**config.mk**
```make
export PLATFORM = sky130hd
export DESIGN_NAME = weighted_decision_stump_select_unit
export DESIGN_NICKNAME = d
export VERILOG_FILES = /design/src/rtl/wdss_pkg.sv /design/src/rtl/wdss_front.sv /design/src/rtl/wdss_queue.sv /design/src/rtl/wdss_back.sv /design/src/rtl/weighted_decision_stump_select_unit.sv
export SDC_FILE = /design/constraint.sdc
export NUM_CORES = 1
export LEC_CHECK = 0
export BUFFER_PORTS_ARGS = -buffer_cell sky130_fd_sc_hd__buf_2
export CORE_UTILIZATION = 35
export DETAILED_ROUTE_END_ITERATION = 6
export SYNTH_ARGS = -nofsm -noshare
export SYNTH_HDL_FRONTEND = slang
export SYNTH_SLANG_ARGS = --single-unit
```
**constraint.sdc**
```tcl
create_clock -name clk -period 7.1 [get_ports clk]
set_input_delay 0.71 -clock clk [delete_from_list [all_inputs] [get_ports clk]]
set_output_delay 0.71 -clock clk [all_outputs]
set_load 0.02 [all_outputs]
```
**src/rtl/wdss_pkg.sv**
```systemverilog
// Shared types, constants and helpers for the stump select unit.
// No dependencies.
package wdss_pkg;

	localparam int FRAC_BITS = 16;
	localparam int VAL_W     = FRAC_BITS + 1;
	localparam int ERR_W     = VAL_W + 1;
	localparam int IDX_OUT_W = 10;

	typedef logic [VAL_W-1:0] val_t;
	typedef logic [ERR_W-1:0] err_t;

	localparam val_t ONE_Q         = val_t'(64'd1 << FRAC_BITS);
	localparam val_t VAL_MAX       = '1;
	localparam val_t MAX_ERROR_RST = val_t'(((64'd1 << FRAC_BITS) * 64'd45 + 64'd50) / 64'd100);

	// side/label select of the four sums
	typedef enum logic [1:0] {
		SUM_LEFT_NEG  = 2'b00,
		SUM_LEFT_POS  = 2'b01,
		SUM_RIGHT_NEG = 2'b10,
		SUM_RIGHT_POS = 2'b11
	} sum_sel_t;

	// one closed feature, front to back
	typedef struct packed {
		err_t err_neg;
		err_t err_pos;
		logic last_feature;
	} close_t;

	function automatic val_t sat_add(input val_t a, input val_t b);
		logic [VAL_W:0] s;
		s = {1'b0, a} + {1'b0, b};
		sat_add = s[VAL_W] ? VAL_MAX : s[VAL_W-1:0];
	endfunction

endpackage

```
**src/rtl/wdss_front.sv**
```systemverilog
// Front end: takes samples, keeps the four weighted sums of the open feature,
// and on a feature's last sample pushes both polarity errors. Uses wdss_pkg.
module wdss_front (
	input  logic                  clk,
	input  logic                  arst_n,
	input  logic                  in_valid,
	output logic                  in_ready,
	input  logic                  goes_right,
	input  logic                  positive,
	input  wdss_pkg::val_t        weight,
	input  logic                  last_sample_of_feature,
	input  logic                  last_feature,
	input  logic                  q_full,
	output logic                  q_push,
	output wdss_pkg::close_t      q_wdata
);

	wdss_pkg::val_t lp_q, ln_q, rp_q, rn_q;
	wdss_pkg::val_t lp_d, ln_d, rp_d, rn_d;
	wdss_pkg::sum_sel_t sel;
	logic xfer;

	assign in_ready = !q_full;
	assign xfer     = in_valid && in_ready;
	assign sel      = wdss_pkg::sum_sel_t'({goes_right, positive});

	always_comb begin
		lp_d = lp_q;
		ln_d = ln_q;
		rp_d = rp_q;
		rn_d = rn_q;
		case (sel)
			wdss_pkg::SUM_LEFT_NEG:  ln_d = wdss_pkg::sat_add(ln_q, weight);
			wdss_pkg::SUM_LEFT_POS:  lp_d = wdss_pkg::sat_add(lp_q, weight);
			wdss_pkg::SUM_RIGHT_NEG: rn_d = wdss_pkg::sat_add(rn_q, weight);
			wdss_pkg::SUM_RIGHT_POS: rp_d = wdss_pkg::sat_add(rp_q, weight);
			default: ;
		endcase
	end

	assign q_push               = xfer && last_sample_of_feature;
	assign q_wdata.err_neg      = {1'b0, ln_d} + {1'b0, rp_d};
	assign q_wdata.err_pos      = {1'b0, lp_d} + {1'b0, rn_d};
	assign q_wdata.last_feature = last_feature;

	always_ff @(posedge clk or negedge arst_n) begin
		if (!arst_n) begin
			lp_q <= '0;
			ln_q <= '0;
			rp_q <= '0;
			rn_q <= '0;
		end else if (xfer) begin
			if (last_sample_of_feature) begin
				lp_q <= '0;
				ln_q <= '0;
				rp_q <= '0;
				rn_q <= '0;
			end else begin
				lp_q <= lp_d;
				ln_q <= ln_d;
				rp_q <= rp_d;
				rn_q <= rn_d;
			end
		end
	end

endmodule

```
**src/rtl/wdss_queue.sv**
```systemverilog
// Short register queue of closed features between front and back.
// Uses wdss_pkg.
module wdss_queue #(
	parameter int DEPTH = 2
) (
	input  logic             clk,
	input  logic             arst_n,
	input  logic             push,
	input  wdss_pkg::close_t wdata,
	output logic             full,
	input  logic             pop,
	output logic             rvalid,
	output wdss_pkg::close_t rdata
);

	localparam int PTR_W = (DEPTH > 1) ? $clog2(DEPTH) : 1;
	localparam int CNT_W = $clog2(DEPTH + 1);

	wdss_pkg::close_t mem_q [DEPTH];
	logic [PTR_W-1:0] wr_ptr_q, rd_ptr_q;
	logic [CNT_W-1:0] count_q;
	logic do_push, do_pop;

	assign full    = (count_q == CNT_W'(DEPTH));
	assign rvalid  = (count_q != '0);
	assign rdata   = mem_q[rd_ptr_q];
	assign do_push = push && !full;
	assign do_pop  = pop && rvalid;

	always_ff @(posedge clk) begin
		if (do_push) begin
			mem_q[wr_ptr_q] <= wdata;
		end
	end

	always_ff @(posedge clk or negedge arst_n) begin
		if (!arst_n) begin
			wr_ptr_q <= '0;
			rd_ptr_q <= '0;
			count_q  <= '0;
		end else begin
			if (do_push) begin
				wr_ptr_q <= (wr_ptr_q == PTR_W'(DEPTH - 1)) ? '0 : wr_ptr_q + 1'b1;
			end
			if (do_pop) begin
				rd_ptr_q <= (rd_ptr_q == PTR_W'(DEPTH - 1)) ? '0 : rd_ptr_q + 1'b1;
			end
			if (do_push && !do_pop) begin
				count_q <= count_q + 1'b1;
			end else if (do_pop && !do_push) begin
				count_q <= count_q - 1'b1;
			end
		end
	end

endmodule

```
**src/rtl/wdss_back.sv**
```systemverilog
// Back end: picks the polarity of each closed feature, tracks the running
// best and loads the result register after the final feature. Uses wdss_pkg.
module wdss_back #(
	parameter int MAX_FEATURES = 1024
) (
	input  logic             clk,
	input  logic             arst_n,
	input  logic             q_valid,
	input  wdss_pkg::close_t q_data,
	output logic             q_pop,
	input  wdss_pkg::val_t   max_error,
	output logic             out_valid,
	input  logic             out_ready,
	output logic             found,
	output logic [wdss_pkg::IDX_OUT_W-1:0] best_feature,
	output logic             polarity_positive,
	output wdss_pkg::val_t   min_error,
	output logic             accurate_enough
);

	localparam int CNT_W = $clog2(MAX_FEATURES);
	localparam int EXT_W = (CNT_W > wdss_pkg::IDX_OUT_W) ? CNT_W : wdss_pkg::IDX_OUT_W;

	logic [CNT_W-1:0] cnt_q, best_idx_q, nb_idx;
	wdss_pkg::val_t   best_err_q, nb_err;
	logic             best_pol_q, best_found_q, nb_pol, nb_found;
	wdss_pkg::err_t   cand;
	logic             cand_pol, better;
	logic             out_valid_q;
	logic [EXT_W-1:0] idx_ext;

	assign q_pop = q_valid && (!q_data.last_feature || !out_valid_q || out_ready);

	always_comb begin
		if (q_data.err_neg < q_data.err_pos) begin
			cand     = q_data.err_neg;
			cand_pol = 1'b0;
		end else begin
			cand     = q_data.err_pos;
			cand_pol = 1'b1;
		end
		better = cand < {1'b0, best_err_q};
		if (better) begin
			nb_err   = cand[wdss_pkg::VAL_W-1:0];
			nb_pol   = cand_pol;
			nb_idx   = cnt_q;
			nb_found = 1'b1;
		end else begin
			nb_err   = best_err_q;
			nb_pol   = best_pol_q;
			nb_idx   = best_idx_q;
			nb_found = best_found_q;
		end
	end

	assign idx_ext = EXT_W'(nb_idx);

	always_ff @(posedge clk or negedge arst_n) begin
		if (!arst_n) begin
			cnt_q        <= '0;
			best_idx_q   <= '0;
			best_err_q   <= wdss_pkg::ONE_Q;
			best_pol_q   <= 1'b0;
			best_found_q <= 1'b0;
		end else if (q_pop) begin
			if (q_data.last_feature) begin
				cnt_q        <= '0;
				best_idx_q   <= '0;
				best_err_q   <= wdss_pkg::ONE_Q;
				best_pol_q   <= 1'b0;
				best_found_q <= 1'b0;
			end else begin
				cnt_q        <= (cnt_q == CNT_W'(MAX_FEATURES - 1)) ? '0 : cnt_q + 1'b1;
				best_idx_q   <= nb_idx;
				best_err_q   <= nb_err;
				best_pol_q   <= nb_pol;
				best_found_q <= nb_found;
			end
		end
	end

	always_ff @(posedge clk or negedge arst_n) begin
		if (!arst_n) begin
			out_valid_q <= 1'b0;
		end else if (q_pop && q_data.last_feature) begin
			out_valid_q <= 1'b1;
		end else if (out_ready) begin
			out_valid_q <= 1'b0;
		end
	end

	always_ff @(posedge clk) begin
		if (q_pop && q_data.last_feature) begin
			found             <= nb_found;
			best_feature      <= idx_ext[wdss_pkg::IDX_OUT_W-1:0];
			polarity_positive <= nb_pol;
			min_error         <= nb_err;
			accurate_enough   <= nb_found && (nb_err <= max_error);
		end
	end

	assign out_valid = out_valid_q;

endmodule

```
**src/rtl/weighted_decision_stump_select_unit.sv**
```systemverilog
// Boosting decision stump selector, top level.
// Instantiates wdss_front, wdss_queue and wdss_back; uses wdss_pkg.
//
// Usage:
//   Input channel (in_valid/in_ready) carries one sample per transfer, grouped
//   by feature. last_sample_of_feature closes a feature; with last_feature
//   also set it closes the selection and yields one result.
//   Output channel (out_valid/out_ready) carries the selection result.
//   cfg_we/cfg_wdata write max_error; write only while the block is idle.
// Throughput: one sample per cycle while in_ready is high. The front keeps
//   the sums of the open feature; closed features go through a QUEUE_DEPTH-entry
//   queue to the back, which retires one per cycle unless a result is held.
// Result path: the closing sample's errors enter the queue, and out_valid is
//   registered when the back pops them with nothing ahead of them in the queue.
// Stall: a held result blocks only the final feature of the next selection;
//   once the queue fills behind it, in_ready drops until out_ready takes the
//   result.
// Reset: sums, feature count and best selection clear, max_error returns
//   to 0.45, queue and result register empty.
module weighted_decision_stump_select_unit #(
	parameter int MAX_FEATURES = 1024,
	parameter int QUEUE_DEPTH  = 2
) (
	input  logic                  clk,
	input  logic                  arst_n,
	input  logic                  in_valid,
	output logic                  in_ready,
	input  logic                  goes_right,
	input  logic                  positive,
	input  wdss_pkg::val_t        weight,
	input  logic                  last_sample_of_feature,
	input  logic                  last_feature,
	output logic                  out_valid,
	input  logic                  out_ready,
	output logic                  found,
	output logic [wdss_pkg::IDX_OUT_W-1:0] best_feature,
	output logic                  polarity_positive,
	output wdss_pkg::val_t        min_error,
	output logic                  accurate_enough,
	input  logic                  cfg_we,
	input  wdss_pkg::val_t        cfg_wdata
);

	wdss_pkg::val_t   max_error_q;
	wdss_pkg::close_t q_wdata, q_rdata;
	logic             q_push, q_full, q_pop, q_valid;

	always_ff @(posedge clk or negedge arst_n) begin
		if (!arst_n) begin
			max_error_q <= wdss_pkg::MAX_ERROR_RST;
		end else if (cfg_we) begin
			max_error_q <= cfg_wdata;
		end
	end

	wdss_front u_front (
		.clk                    (clk),
		.arst_n                 (arst_n),
		.in_valid               (in_valid),
		.in_ready               (in_ready),
		.goes_right             (goes_right),
		.positive               (positive),
		.weight                 (weight),
		.last_sample_of_feature (last_sample_of_feature),
		.last_feature           (last_feature),
		.q_full                 (q_full),
		.q_push                 (q_push),
		.q_wdata                (q_wdata)
	);

	wdss_queue #(
		.DEPTH (QUEUE_DEPTH)
	) u_queue (
		.clk    (clk),
		.arst_n (arst_n),
		.push   (q_push),
		.wdata  (q_wdata),
		.full   (q_full),
		.pop    (q_pop),
		.rvalid (q_valid),
		.rdata  (q_rdata)
	);

	wdss_back #(
		.MAX_FEATURES (MAX_FEATURES)
	) u_back (
		.clk               (clk),
		.arst_n            (arst_n),
		.q_valid           (q_valid),
		.q_data            (q_rdata),
		.q_pop             (q_pop),
		.max_error         (max_error_q),
		.out_valid         (out_valid),
		.out_ready         (out_ready),
		.found             (found),
		.best_feature      (best_feature),
		.polarity_positive (polarity_positive),
		.min_error         (min_error),
		.accurate_enough   (accurate_enough)
	);

endmodule

```
# Word-level counts from Yosys, hierarchy flattened
# Memory sizes are Yosys's and may differ from the RTL's.
# Cells that the tools add are included.
# Widths: inputs -> output; s select.
[word_totals]
input_bits = 43
elab_cells = 91
mem_count = 1
out_inout_bits = 32
ramBits = 74
register_bits = 159
[memory_table]
columns = ["name", "depth", "word_bits", "read_ports", "rd_clocked_by_memory_dff", "wr", "line", "rtl"]
rows = [
  ["u_queue.mem_q", 2, 37, 1, 0, 1, "wdss_queue.sv:19", "wdss_pkg::close_t mem_q [DEPTH];"],
]
[op_classes]
add_sub_neg = 11
n_reduce_logical = 20
n_eq_ne = 5
mux = 32
n_lt_le_gt_ge = 3
[op_table]
columns = ["cell", "n"]
rows = [
  ["$mux 17", 14],
  ["$add 17x17->18", 6],
  ["$mux 10", 4],
  ["$lt 18x17->1", 1],
  ["$lt 18x18->1", 1],
  ["$mux 18", 1],
  ["$le 17x17->1", 1],
  ["$mux 1", 11],
  ["$add 10x1->10 const B", 1],
  ["$eq 10x10->1 const B", 1],
  ["$logic_and 1x1->1", 9],
  ["$eq 2x2->1 const B", 3],
  ["$reduce_bool 2->1", 3],
  ["$logic_not 1->1", 5],
  ["$mux 2", 2],
  ["$add 1x1->1 const B", 2],
  ["$add 2x1->2 const B", 1],
  ["$eq 2x1->1 const B", 1],
  ["$logic_not 2->1", 1],
  ["$logic_or 1x1->1", 2],
  ["$sub 2x1->2 const B", 1],
]

# Longest topological paths before layout
[depth]
word_depth = 9
mapped_depth = 32
depth_no_buf = 27

# Modules after synthesis
# A second synthesis with hierarchy kept.
[unflattened]
cells_unflattened = 1599
hier_area_um2 = 16005.4
[modules_own_cells]
columns = ["mod", "seq_area_each_um2", "area_each_um2", "n_inst", "cells_each"]
rows = [
  ["wdss_front", 1701.6, 7848.8, 1, 976],
  ["wdss_back", 1903.1, 4506.8, 1, 453],
  ["wdss_queue", 2322.2, 2952.8, 1, 134],
  ["weighted_decision_stump_select_unit", 436.7, 696.9, 1, 36],
]

# Least setup slack after synthesis
# No wires, ideal clock.
[synth_timing]
kind = "reg-to-reg"
startpoint = "register u_queue.rd_ptr_q"
endpoint = "register u_back.accurate_enough (data pin)"
slack_ns = 0.034
stages_incl_launch_ff = 31
t_required_ns = 6.952
path_buffers = 5
setup_ns = 0.148
arrival_ns = 6.917
period_less_slack_ns = 7.066
path_cell_list = "dfrtp_1 -> buf_2 -> buf_1 -> clkbuf_1 -> mux2_2 -> ha_1 -> a31oi_1 -> a211oi_1 -> o31ai_1 -> a21oi_1 -> clkbuf_1 -> a21oi_1 -> ha_1 -> a21o_1 -> a211o_1 -> o221ai_1 -> nand3b_1 -> a2111oi_0 -> nor2_1 -> a21oi_2 -> buf_6 -> mux2_1 -> ha_1 -> nor2b_1 -> o21a_1 -> o21ai_0 -> a21oi_1 -> nor2_1 -> o21ai_0 -> a21o_1 -> a2bb2oi_1"
[synth_via]
elab_chain_len = 7
word_cells_on_any_way = 8
classes_between = "order compare: 3; mux: 3; reduce/logical: 1; memory: 1"
[synth_rtl]
columns = ["item", "line", "rtl"]
rows = [
  ["start, declared", "wdss_queue.sv:20", "logic [PTR_W-1:0] wr_ptr_q, rd_ptr_q;"],
  ["start signal, assigned", "wdss_queue.sv:46", "rd_ptr_q <= (rd_ptr_q == PTR_W'(DEPTH - 1)) ? '0 : rd_ptr_q + 1'b1;"],
  ["$mem_v2 2x37 (*)", "n/a", ""],
  ["$lt 18x18->1", "wdss_back.sv:35", "if (q_data.err_neg < q_data.err_pos) begin"],
  ["$mux 18 (*)", "wdss_back.sv:35", ""],
  ["$lt 18x17->1", "wdss_back.sv:42", "better = cand < {1'b0, best_err_q};"],
  ["$mux 17 (*)", "wdss_back.sv:43", "if (better) begin"],
  ["net u_back.nb_err[1]", "wdss_back.sv:25", "wdss_pkg::val_t best_err_q, nb_err;"],
  ["$le 17x17->1 (*)", "wdss_back.sv:98", "accurate_enough <= nb_found && (nb_err <= max_error);"],
  ["$logic_and 1x1->1 (*)", "wdss_back.sv:98", ""],
  ["end signal, assigned", "wdss_back.sv:98", ""],
  ["end, declared", "wdss_back.sv:18", "output logic accurate_enough"],
]
# Mark *: on every way through the listed nets, which the timed path passes. The rest lies on a longest branch.
# A chain may end at the register's enable or synchronous reset.

# Worst setup path after layout
# Ends and elaborated chain as after synthesis.

==> impl_metrics.yaml <==
routing:
  dr.pass1.iters: 7
  postRouteAntennaNets: 0
  wirelength_um: 44100
  wl_per_cell_um: 19.0
  drc: 0
  vias_per_cell: 5.55
  drt_iter0_markers: 728
  route.vias.total: 12900
finish:
  antenna_cells: 0
  area_delta_synth_final_pct: 13.2
  drive_above_1_share_pct: 12.9
  final_cell_area_um2: 18100
  finalNetCount: 1907
clock_network:
  insertion_delay_ps: 580
  ctsLongestPathBuffers: 3
  clk_pin_slew_ps: 70
  hold_buffers: 0
  cts_buffers: 27
  clk_root_buffer_cell: "clkbuf_16"
  cts_tree: "built"
  clock_sinks: 233
  htree_levels: 1
placement:
  dpl_worst_slack_ps: 133
  dpl.hpwl_um: 32000
  io_buffers: 74
  dpl-instance-area_um2: 17200
  gp_congestion: 0.875
global_routing:
  grt_max_degree: 74
  grt_pass1_vias: 12600
  grt_first_pass_wirelength_um: 70000
  overflow: 0
  antenna_found_initial: 0
  track_usage_pct: 18.8
logic_synthesis:
  synth_common_cells: "154 x ha_1, 131 x nor2_1, 119 x dfrtp_1"
  ys_async_sr_fraction_pct: 55.4
  synth-seq-cells: 233
  syn_avg_cell_area_um2: 9.85
  yosys.area.top_type_share_pct: 19.5
  netlist_area_um2: 16000
  seq_area_frac_synth_pct: 39.7
  synth_top_flop_cell: "dfrtp_1"
  yosysMostFrequentCell: "ha_1"
  yosysWarnings: 0
  netlist_instances: 1627
  synth_edf_count: 104
  synth.top_cells.by_area: "edfxtp_1 19%, dfrtp_1 19%, ha_1 12%"
  synth_area_leader_cell: "edfxtp_1"
  ys_types: 74
  syn-num-nets: 1830
sta:
  fin_skew_ps: 15.8
  final.setup.tns_ps: 0
  max_slew_margin_pct: 29.2
  finalHoldViolations: 0
  slew_violations: 0
  fin_crit_sh_pct: 95.7
  setup_viol: 0
  worst_slack_ps: 306
  max_slew.worst_pin.slew_ps: 1060
  finalCriticalPeriod_ps: 6790
  hold_ws_ps: 155
  timing.fmax_mhz: 147
pwr:
  vdd_ir_drop_max_uv: 275
  power_density_nw_per_um2: 522
  power_mw: 9.48
  power.leakage_nw: 7.85
floorplan:
  start_util_pct: 35.4
  core_area_um2: 45300
  die_x_um: 216
  dieHeight_um: 216
  dieArea_um2: 46600
  pin_count: 75
  fp-row-count: 78
worst_setup_path:
  critPathCaptureType: "flop"
  critPathMaxStageDelay_ps: 510
  critPathKind: "flop to flop"
  start_kind: "flop"
  worstPathArrival_ps: 7220
  required_ps: 7520
  crit_fanout: 11
  crit_path_frequent_cell: "a21o_1"
  critical-path-slowest-cell: "dfrtp_4"
  rrSetupSlack_ps: 310
min_path:
  hp-class: "primary input to asynchronous set/reset pin"
outcome:
  outcome: "finished clean"
job:
  maxCapViolations: 0
-- report_power, final --
part / switching [mW] / total, mW / internal [mW]
registers: 0.263 / 2.34 / 2.07
clock network: 0.607 / 1.46 / 0.856
logic: 3.35 / 5.68 / 2.32
-- cells in the final DEF, fill, tap and decap left out, drive strengths merged, types with 9 or more instances in the layout --
| cell | count |
|---|---|
| nand2b | 16 |
| inv | 95 |
| xnor2 | 61 |
| a21oi | 89 |
| o22a | 37 |
| clkbuf | 37 |
| a31oi | 24 |
| nor2 | 132 |
| nor2b | 14 |
| o21bai | 10 |
| a221oi | 28 |
| nand2 | 107 |
| edfxtp | 104 |
| ha | 154 |
| a21o | 29 |
| a211oi | 16 |
| clkinv | 9 |
| buf | 110 |
| dfstp | 10 |
| nand3 | 24 |
| o31ai | 14 |
| xor2 | 24 |
| mux2 | 44 |
| o21a | 30 |
| a22o | 48 |
| nor3 | 86 |
| o21ai | 92 |
| dfrtp | 119 |
| a21bo | 17 |
| o211ai | 9 |
| mux2i | 23 |
-- critical path, delay by kind of cell, from the launching register on --
kind / cells / cell delay, ps
AOI/OAI and AO/OA: 15 / 3510
adders and majority gates: 3 / 900
muxes: 2 / 760
DFF: 1 / 510
buffers and inverters: 2 / 490
and+or+nand+nor: 4 / 450
-- metrics by stage --
stage          cells  utilization (%)
2_1_floorplan   1627                -
3_3_place_gp    2267             37.9
3_5_place_dp    2267             37.9
4_1_cts         2317             39.9
5_1_grt         2325             40.1
6_report        2325             40.1
-- area by class of cell --
class	count	area (um^2)
multi-input cells	1237	9100
flip-flops and latches	233	6370
fillers	4482	27100
clock inverters	13	163
inverters	95	357
clock buffers	37	753
repair buffers	110	647
well taps	600	751
-- cells by family after synthesis --
| family | count (synthesis) | synth area share [%] |
|---|---|---|
| xor gates and xnor gates | 85 | 4.65 |
| buffers and inverters | 157 | 3.87 |
| DFF | 233 | 39.7 |
| and+or+nand+nor | 427 | 12.3 |
| AOI/OAI and AO/OA | 497 | 22.1 |
| adders and majority gates | 160 | 12.8 |
| muxes | 68 | 4.67 |
-- layer usage --
layer	track usage (%)	vias up	routed length [um]
met5	0	-	0
met4	4.74	0	1020
met3	2.59	57	2240
met2	29.9	333	19800
met1	26.8	6277	21000
li1	-	6246	-
-- final timing paths --
check,depth (start not counted),start,to
setup reg to reg,26,u_queue.rd_ptr_q,u_back.accurate_enough
min in group clk,1,last_feature,u_queue.mem_q[1][0]
setup / recovery,26,u_queue.rd_ptr_q,u_back.accurate_enough
hold reg to reg,1,u_back.cnt_q[9],u_back.cnt_q[9]
hold / removal,1,arst_n,max_error_q[10]
max in group asynchronous,2,arst_n,u_front.rp_q[10]
-- repair_timing --
action	in CTS	in global routing
resized for setup	0	3
endpoints found under the setup margin	0	1
buffers inserted	0	8
-- registers in the layout, summed over array words and instances, names as in the netlist --
name,count
max_error_q,17
u_back.accurate_enough,1
u_back.best_err_q,17
u_back.best_feature,10
u_back.best_found_q,1
u_back.best_idx_q,10
u_back.best_pol_q,1
u_back.cnt_q,10
u_back.found,1
u_back.min_error,17
u_back.out_valid,1
u_back.polarity_positive,1
u_front.ln_q,17
u_front.lp_q,17
u_front.rn_q,17
u_front.rp_q,17
u_queue.count_q,2
u_queue.mem_q,74
u_queue.rd_ptr_q,1
u_queue.wr_ptr_q,1
Note: power is estimated with default switching activity, not from simulation.
